File: config.mk
export PLATFORM = sky130hd
export DESIGN_NAME = nwsp_div
export DESIGN_NICKNAME = d
export VERILOG_FILES = /design/src/hdl/nwsp_div.sv
export SDC_FILE = /design/constraint.sdc
export NUM_CORES = 1
export LEC_CHECK = 0
export BUFFER_PORTS_ARGS = -buffer_cell sky130_fd_sc_hd__clkbuf_2
export CELL_PAD_IN_SITES_DETAIL_PLACEMENT = 1
export CELL_PAD_IN_SITES_GLOBAL_PLACEMENT = 1
export CORE_ASPECT_RATIO = 0.8
export CORE_MARGIN = 3
export CORE_UTILIZATION = 41
export CTS_BUF_LIST = sky130_fd_sc_hd__clkbuf_4 sky130_fd_sc_hd__clkbuf_8
export CTS_CLUSTER_SIZE = 8
export DETAILED_ROUTE_END_ITERATION = 8
export PLACE_DENSITY_LB_ADDON = 0.1
export SYNTH_ARGS = -nofsm -noshare
export SYNTH_HDL_FRONTEND = slang
export SYNTH_SLANG_ARGS = --single-unit
export TNS_END_PERCENT = 20
File: constraint.sdc
create_clock -name clk -period 3.1 [get_ports clk]
set_clock_uncertainty 0.2 [all_clocks]
set_input_delay 0.31 -clock clk [delete_from_list [all_inputs] [get_ports clk]]
set_output_delay 0.31 -clock clk [all_outputs]
set_load 0.02 [all_outputs]
File: src/hdl/nwsp_div.sv
// Restoring divider: one quotient bit per cycle.
module nwsp_div #(
  parameter int unsigned NW = 40,
  parameter int unsigned DW = 40
) (
  input  logic          clk,
  input  logic          rst_n,
  input  logic          start,
  input  logic [NW-1:0] num,
  input  logic [DW-1:0] den,
  output logic          done,
  output logic [NW-1:0] quo
);
  localparam int unsigned CW = $clog2(NW + 1);

  logic [NW-1:0] q_r, q_nxt;
  logic [DW:0]   rem_r, rem_nxt;
  logic [DW-1:0] den_r, den_nxt;
  logic [CW-1:0] cnt_r, cnt_nxt;
  logic          busy_r, busy_nxt;
  logic          done_r, done_nxt;
  logic [DW:0]   trial;

  always_comb begin
    q_nxt = q_r; rem_nxt = rem_r; den_nxt = den_r;
    cnt_nxt = cnt_r; busy_nxt = busy_r; done_nxt = 1'b0;
    trial = {rem_r[DW-1:0], q_r[NW-1]};
    if (start) begin
      q_nxt = num; rem_nxt = '0; den_nxt = den;
      cnt_nxt = CW'(NW); busy_nxt = 1'b1;
    end else if (busy_r) begin
      if (trial >= {1'b0, den_r}) begin
        rem_nxt = trial - {1'b0, den_r};
        q_nxt = {q_r[NW-2:0], 1'b1};
      end else begin
        rem_nxt = trial;
        q_nxt = {q_r[NW-2:0], 1'b0};
      end
      cnt_nxt = cnt_r - 1'b1;
      if (cnt_r == CW'(1)) begin
        busy_nxt = 1'b0;
        done_nxt = 1'b1;
      end
    end
  end

  always_ff @(posedge clk) begin
    if (!rst_n) begin
      busy_r <= 1'b0;
      done_r <= 1'b0;
      cnt_r  <= '0;
    end else begin
      busy_r <= busy_nxt;
      done_r <= done_nxt;
      cnt_r  <= cnt_nxt;
    end
    q_r   <= q_nxt;
    rem_r <= rem_nxt;
    den_r <= den_nxt;
  end

  assign done = done_r;
  assign quo  = q_r;
endmodule

# Word level (Yosys, flattened, before mapping)
# Index checks and enable logic that the tools add are counted.
totals:
  inputBits: 83
  elab_cells: 26
  regBits: 128
  out_inout_bits: 41
classes:
  n_addsub: 2
  bitwise_logic: 2
  n_reduce_logical: 3
  mux: 10
  order_cmp: 1
  eq_ne: 1
op_table:
  columns: ["cell", "n"]
  rows:
  - ["2-to-1 mux 40 bit", 3]
  - ["greater-or-equal comparator 41 x 40 -> 1 bit", 1]
  - ["subtractor 40 bit", 1]
  - ["2-to-1 mux 6 bit", 2]
  - ["== test 6 x 1 -> 1 bit, second input constant", 1]
  - ["subtractor 6 x 1 -> 6 bit, second input constant", 1]
  - ["2-to-1 mux 1 bit", 5]
  - ["OR reduction 3 bit", 1]
  - ["NOT 1 bit", 2]
  - ["nonzero test 2 bit", 1]
  - ["OR reduction 2 bit", 1]

# Longest topological paths before layout
# Gate-level depths: netlist (run 1).
logic_depth:
  word_depth: 4
  mapped_depth: 14
  ltp_nobuf: 12

# Least setup slack after synthesis (run 1)
# OpenSTA, ideal clock, no wires.
synth_timing:
  path_kind: "register -> register"
  start: "register q_r[39] (netlist: quo[39])"
  end: "register q_r[0] (netlist: quo[0]), data pin"
  setup_slack_ns: -0.114
  path_stages_with_launch: 13
  t_required_ns: 2.640
  path_buffers: 2
  arrival_ns: 2.755
  synth_period_minus_slack_ns: 3.214
  setup_ns: 0.260
  cell_sequence: "edfxtp_1 inv_1 ha_1 and2b_2 o2111ai_1 a31oi_2 nor4bb_1 nor4_4 a21oi_2 o211ai_2 buf_6 buf_6 mux2_2"
synth_via:
  elab_chain_len: 4
synth_rtl:
  columns: ["element", "line_no", "rtl"]
  rows:
  - ["start, declared", "16", "logic [NW-1:0] q_r, q_nxt;"]
  - ["start signal, assigned", "57", "q_r <= q_nxt;"]
  - ["greater-or-equal comparator 41 x 40 -> 1 bit", "32", "if (trial >= {1'b0, den_r}) begin"]
  - ["2-to-1 mux 1 bit", "32", null]
  - ["2-to-1 mux 40 bit", "31", "end else if (busy_r) begin"]
  - ["2-to-1 mux 40 bit", "28", "if (start) begin"]
  - ["net q_nxt[0]", "16", null]
# The timed path passes the listed nets, and every way through them passes these cells. The select of a mux whose other input is x is not followed.
# A chain may end at the register's enable or synchronous reset.

# Worst setup path after layout (run 1)
# Same ends and word-level chain as after synthesis.

==> metrics.md, run 1 <==
| Metric | Value |
|---|---|
| Crit path DAT | `about 3100 ps` |
| Starting Density | `0.429` |
| Clk network pwr share | `0.313` |
| Slew HR | `0.573` |
| Vias in the first global route | `7288` |
| Net Sw Frac | `0.324` |
| Tmin final | `3100 ps` |
| N_diodes | `0` |
| Setup_tns | `0 ps` |
| RePlAce Congestion | `0.902` |
| Synth top cells by count | `edfxtp_1, inv_1, nor2_1` |
| Place WS | `-176 ps` |
| Die ar. | `20300 µm²` |
| Routed Antenna Nets | `0` |
| DRC | `0` |
| Seq cells post-synth | `128` |
| Wirelength per Cell | `18.2 µm` |
| Cells after synthesis | `743` |
| Port bufs | `123` |
| Ranking of synthesized cells by area | `edfxtp_1, dfxtp_1, ha_1` |
| Combinational power share | `0.269` |
| Final WL | `around 23000 µm` |
| Placeable Area | `17800 µm²` |
| Final Cycle Share | `1.00` |
| Startpoint class of the critical path | `flop` |
| Clock sinks | `128` |
| Leakage power | `around 4.4 nW` |
| RSZ-0062 raised after global routing | `true` |
| Max-cap viol count | `0` |
| Clk buf depth | `2` |
| Design area | `10500 µm²` |
| Mapped cell area | `7640 µm²` |
| Reg power frac | `0.418` |
| First-pass GRT wire length | `37500 µm` |
| P&R area growth vs syn | `37.2%` |
| Gr usage total | `0.233` |
| Fin. Hold Viols | `0` |
| Largest area contributor in the netlist | `edfxtp_1` |
| Layout cell share with drive strength beyond 1 | `0.334` |
| Worst Setup Path Type | `reg2reg` |
| Initial antenna violation count | `0` |
| CP Max Fanout | `12` |
| Max Slew Vio Count | `0` |
| GRT Residual Overflow | `0` |
| H-tree depth | `4` |
| Status | `completed` |
| Placed Area | `8790 µm²` |
| Synth warnings | `0` |
| Sw Pwr | `0.00158 W` |
| Die height | `between 100 and 150 µm` |
| DRT Pass-1 Iters | `4` |
| CTS root buf | `clkbuf_8` |
| Top cell type's share of synthesized area | `0.314` |
| DR vias/cell | `between 5 and 6` |
| Num rows | `43` |
| Final Worst Setup Slack | `~0.54 ps` |
| Crit path capture type | `flop` |
| Nets | `1125` |
| Setup-failing EPs final | `0` |
| Placed wire-length estimate | `roughly 15000 µm` |
| Vias | `6681` |
| Clock Latency Late Sink | `around 460 ps` |
| Die width | `159 µm` |
| VDD IR max | `206 µV` |
| WP data required | `around 3100 ps` |
| CTS tree | `done` |
| Hold crit path type | `in2reg` |
| Worst-margin pin slew | `640 ps` |
| Yosys cell types | `72` |
| Post-synthesis sequential area ratio | `0.440` |
| Number of enable-type register cells in the synthesized netlist | `80` |
| Synth Flop Type | `edfxtp_1` |
| Post-Syn Nets | `869` |
| Largest net degree at the start of global routing | `between 100 and 150` |
| Power Internal | `0.00331 W` |
| IO Count | `124` |
| DR iter-0 viols | `417` |
| Fmax | `0.323 GHz` |
| Asr flop ratio synth | `0` |
| Top-count cell post-synth | `edfxtp_1` |
| Num CTS Buffers | `17` |
| Hold Slack | `roughly 150 ps` |
| Worst-path clk slew | `80 ps` |
| Syn avg cell area | `10.3 µm²` |
| Power Density | `467 nW/µm²` |
power by group through the flow:
| stage | registers, W | clock network, W | logic (W) |
|---|---|---|---|
| finish | 0.00204 | 0.00153 | 0.00132 |
| global route | 0.00206 | 0.00164 | 0.00144 |
| CTS | 0.00204 | 0.00156 | 0.00125 |
| detailed placement | 0.00207 | 0 | 0.00112 |
| global placement | 0.00206 | 0 | 0.00109 |
| floorplan | 0.00213 | 0 | 0.000652 |
final cells by class:
cell class	instances	area, µm²
Multi-Input combinational cell	519	4120
Sequential cell	128	3360
Clock buffer	17	234
Fill cell	1940	7330
Timing Repair Buffer	278	2070
Inverter	55	206
Tap cell	247	309
Clock inverter	15	173
kinds of logic (layout without fill, tap and decap cells):
| kind of cell | after synthesis | after routing | share of synthesized area |
|---|---|---|---|
| and+or+nand+nor | 181 | 181 | 0.114 |
| adders and majority gates | 43 | 43 | 0.0714 |
| xor gates and xnor gates | 40 | 40 | 0.0459 |
| AOI/OAI and AO/OA | 180 | 180 | 0.156 |
| muxes | 75 | 75 | 0.105 |
| buffers and inverters | 96 | 365 | 0.0668 |
| DFF | 128 | 128 | 0.440 |
what timing repair did:
item | CTS | global route
gates cloned | 3 | 0
setup buffers | 9 | 3
hold buffers | 81 | 0
setup endpoints to repair | 41 | 41
pin swaps | 22 | 24
gates resized for setup | 34 | 48
hold endpoints to repair | 84 | 0
stage by stage:
stage	utilization	total power, W	instances
2_1_floorplan	-	0.00278	743
4_1_cts	0.579	0.00485	1259
3_3_place_gp	0.494	0.00315	1134
3_5_place_dp	0.494	0.00319	1134
5_1_grt	0.588	0.00515	1259
6_report	0.588	0.00489	1259
worst max-delay path: stages (launching register included):
cell	delay [ps]
edfxtp_1	410
inv_2	80
ha_2	180
and2b_2	250
o2111ai_4	240
a31oi_4	130
nor4bb_4	390
nor4_4	100
a21oi_4	170
o211ai_4	110
buf_6	170
buf_12	140
mux2_4	250
sequential cells by signal (all words and copies together) (netlist names):
signal  count
den_r      40
done        1
rem_r      40
busy_r      1
cnt_r       6
quo        40
worst paths after layout:
| check | from | endpoint | slack [ps] | depth (start not counted) |
|---|---|---|---|---|
| hold reg to reg | rem_r[33]$_SDFFE_PP0P_ | rem_r[33]$_SDFFE_PP0P_ | 280 | 2 |
| setup / recovery | quo[39]$_DFFE_PP_ | quo[0]$_DFFE_PP_ | 0.5 | 12 |
| hold / removal | start | rem_r[33]$_SDFFE_PP0P_ | 150 | 5 |
| setup reg to reg | quo[39]$_DFFE_PP_ | quo[0]$_DFFE_PP_ | 0.5 | 12 |
layer usage:
| layer | GRT usage | share of wire | vias up | routed length (µm) |
|---|---|---|---|---|
| met2 | 0.405 | 0.50 | 113 | 11600 |
| li1 | - | - | 3219 | - |
| met3 | 0.0412 | 0.034 | 24 | 775 |
| met4 | 0.0653 | 0.014 | 0 | 331 |
| met1 | 0.297 | 0.45 | 3325 | 10200 |
| met5 | 0 | 0 | - | 0 |
cell usage in the layout, fill, tap and decap left out, drive strengths merged, types with 42 or more instances in the layout:
master / instances
clkbuf: 139
a21oi: 51
nand2: 53
ha: 42
nor2: 55
edfxtp: 80
inv: 62
dfxtp: 48
dlygate4sd3: 81
buf: 75
No activity file was read; power rests on OpenSTA's default activity.
==> inputs of run 2 (changes only) <==
Settings changed: CELL_PAD_IN_SITES_DETAIL_PLACEMENT 1 to not set, CELL_PAD_IN_SITES_GLOBAL_PLACEMENT 1 to not set, CORE_UTILIZATION 41 to 53, PLACE_DENSITY set to 0.79, PLACE_DENSITY_LB_ADDON 0.1 to not set.
==> run 2 against run 1 <==
- the run now ends with setup timing left
- largest cell class unchanged
- core utilization is 14 points higher
- critical endpoint is now rem_r[11]$_SDFFE_PP0P_
- via count down 1.0%
- final area decreased by 3.3%
- global-route usage increased by 1.8 points
- worst hold slack lost 100 ps
- final cell count is 6.5% lower
- non-clock buffer count is 15 lower
- sequential cell count did not move
==> metrics.md, run 2 (synthesized netlist as in run 1, its figures left out) <==
| Metric | Value |
|---|---|
| Clk buf depth | `2 (unchanged)` |
| Fin. Hold Viols | `0 (unchanged)` |
| Vias | `6614 (-1.0%)` |
| DR vias/cell | `5.62 (+5.9%)` |
| Hold Slack | `45.5 ps (-103 ps)` |
| Max-cap viol count | `0 (unchanged)` |
| Non-Filler Instances | `1177 (-6.5%)` |
| Fillers | `940 (-52%)` |
| Slew HR | `0.550 (-0.0228)` |
| CP Max Fanout | `10 (-2)` |
| Multi-input logic area | `4020 µm² (-2.4%)` |
| VDD IR max | `409 µV (+99%)` |
| Port bufs | `123 (unchanged)` |
| Setup-failing EPs final | `6 (+6)` |
| Failing checks | `setup timing` |
| Fmax | `0.321 GHz (-0.49%)` |
| RePlAce Congestion | `0.935 (+3.7%)` |
| Leakage power | `4.22 nW (-3.1%)` |
| Most frequent cells in the layout | `clkbuf_2, dlygate4sd3_1, edfxtp_1, nor2_1, buf_4` |
| Max Slew Vio Count | `0 (unchanged)` |
| Worst Setup Path Type | `reg2reg` |
| Final WL | `20000 µm (-13%)` |
| Clock Latency Late Sink | `450 ps (about the same)` |
| N_diodes | `0 (unchanged)` |
| Worst-margin pin slew | `674 ps (+34.2 ps)` |
| DRC | `0 (unchanged)` |
| Layout cell share with drive strength beyond 1 | `0.308 (-0.0261)` |
| Crit path DAT | `3280 ps (+160 ps)` |
| RSZ-0062 raised after global routing | `true` |
| DRT Pass-1 Iters | `6 (+2)` |
| DR iter-0 viols | `491 (+18%)` |
| Num CTS Buffers | `17 (unchanged)` |
| Commonest non-fill, non-tap cell in the layout | `clkbuf_2` |
| H-tree depth | `4 (unchanged)` |
| Die ar. | `15900 µm² (-22%)` |
| Placed wire-length estimate | `12900 µm (-13%)` |
| Clock sinks | `128 (unchanged)` |
| Vias in the first global route | `6685 (-8.3%)` |
| Final Cycle Share | `1.00 (+0.00495)` |
| Final Worst Setup Slack | `-14.8 ps (-15.4 ps)` |
| Die width | `140 µm (-12%)` |
| IO Count | `124 (unchanged)` |
| GRT Residual Overflow | `0 (unchanged)` |
| Worst-path clk slew | `90 ps (about the same)` |
| First-pass GRT wire length | `32500 µm (-13%)` |
| Num rows | `38 (-12%)` |
| Starting Density | `0.552 (+0.123)` |
| Gr usage total | `0.251 (+0.0175)` |
| WP data required | `3270 ps (+150 ps)` |
| Placeable Area | `13800 µm² (-22%)` |
| Setup_tns | `-38.8 ps (-38.8 ps)` |
| Status | `complete, but fails checks` |
| Die height | `113 µm (-11%)` |
| Wirelength per Cell | `17.0 µm (-6.5%)` |
| CTS root buf | `clkbuf_8` |
| Tmin final | `3110 ps (+15.4 ps)` |
| Routed Antenna Nets | `0 (unchanged)` |
| FF/Latch Area | `3360 µm² (unchanged)` |
| CTS tree | `done` |
| P&R area growth vs syn | `32.6%` |
| Initial antenna violation count | `0 (unchanged)` |
| Hold crit path type | `in2reg` |
| Crit path capture type | `flop` |
| Power Density | `467 nW/µm² (about the same)` |
| Placed insts | `1056 (-6.9%)` |
| Startpoint class of the critical path | `flop` |
| Largest net degree at the start of global routing | `51 (-55%)` |
| Nets | `1110 (-1.3%)` |
[run 2: critical path: stages (launching register included)]
cell and delay (ps):
edfxtp_1 360, inv_1 100, ha_4 220, a21oi_2 150
o21ai_1 120, a221o_1 340, a21o_2 200, a221o_1 330
a21oi_2 200, o211ai_4 110, buf_6 170, buf_12 150
mux2i_4 180, a211oi_2 200
[run 2: through the flow]
step	power (W)	util	worst slack (ps)	area [µm²]
4_1_cts	0.00466	0.724	-33.1	10000
3_5_place_dp	0.00313	0.622	-40.6	8610
5_1_grt	0.00495	0.732	-110	10100
2_1_floorplan	0.00278	-	19.0	7650
3_3_place_gp	0.00311	0.622	4.60	8610
6_report	0.00473	0.732	-14.8	10100
[run 2: power by group]
group	internal, W	switching (W)	total (W)
clock	0.000744	0.000707	0.00145
combinational	0.000570	0.000668	0.00124
sequential	0.00196	0.0000835	0.00205
[run 2: final cells by class]
| cell class | count | area share |
|---|---|---|
| Clock buffer | 19 | 0.0252 |
| Clock inverter | 13 | 0.0135 |
| Inverter | 55 | 0.0204 |
| Multi-Input combinational cell | 519 | 0.397 |
| Sequential cell | 128 | 0.332 |
| Tap cell | 180 | 0.0222 |
| Timing Repair Buffer | 263 | 0.190 |
[run 2: per-layer routing]
metal | wire length [µm] | GRT usage
met1 | 8670 | 0.314
met2 | 9880 | 0.435
met3 | 939 | 0.0553
met4 | 553 | 0.0788
met5 | 0 | 0
[run 2: final timing paths]
| check | startpoint | endpoint | slack, ps | depth (start not counted) |
|---|---|---|---|---|
| min reg2reg | rem_r[33]$_SDFFE_PP0P_ | rem_r[33]$_SDFFE_PP0P_ | 280 | 2 |
| max | den_r[24]$_DFFE_PP_ | rem_r[11]$_SDFFE_PP0P_ | -10 | 13 |
| min | start | rem_r[24]$_SDFFE_PP0P_ | 50 | 4 |
| max reg2reg | den_r[24]$_DFFE_PP_ | rem_r[11]$_SDFFE_PP0P_ | -10 | 13 |
[run 2: timing repair]
action / in CTS / in global routing
hold buffers: 81 / 0
gates resized for setup: 21 / 34
cloned: 2 / 0
pin swaps: 19 / 28
endpoints found under the setup margin: 35 / 41
endpoints found under the hold margin: 83 / 0
setup buffers: 5 / 3
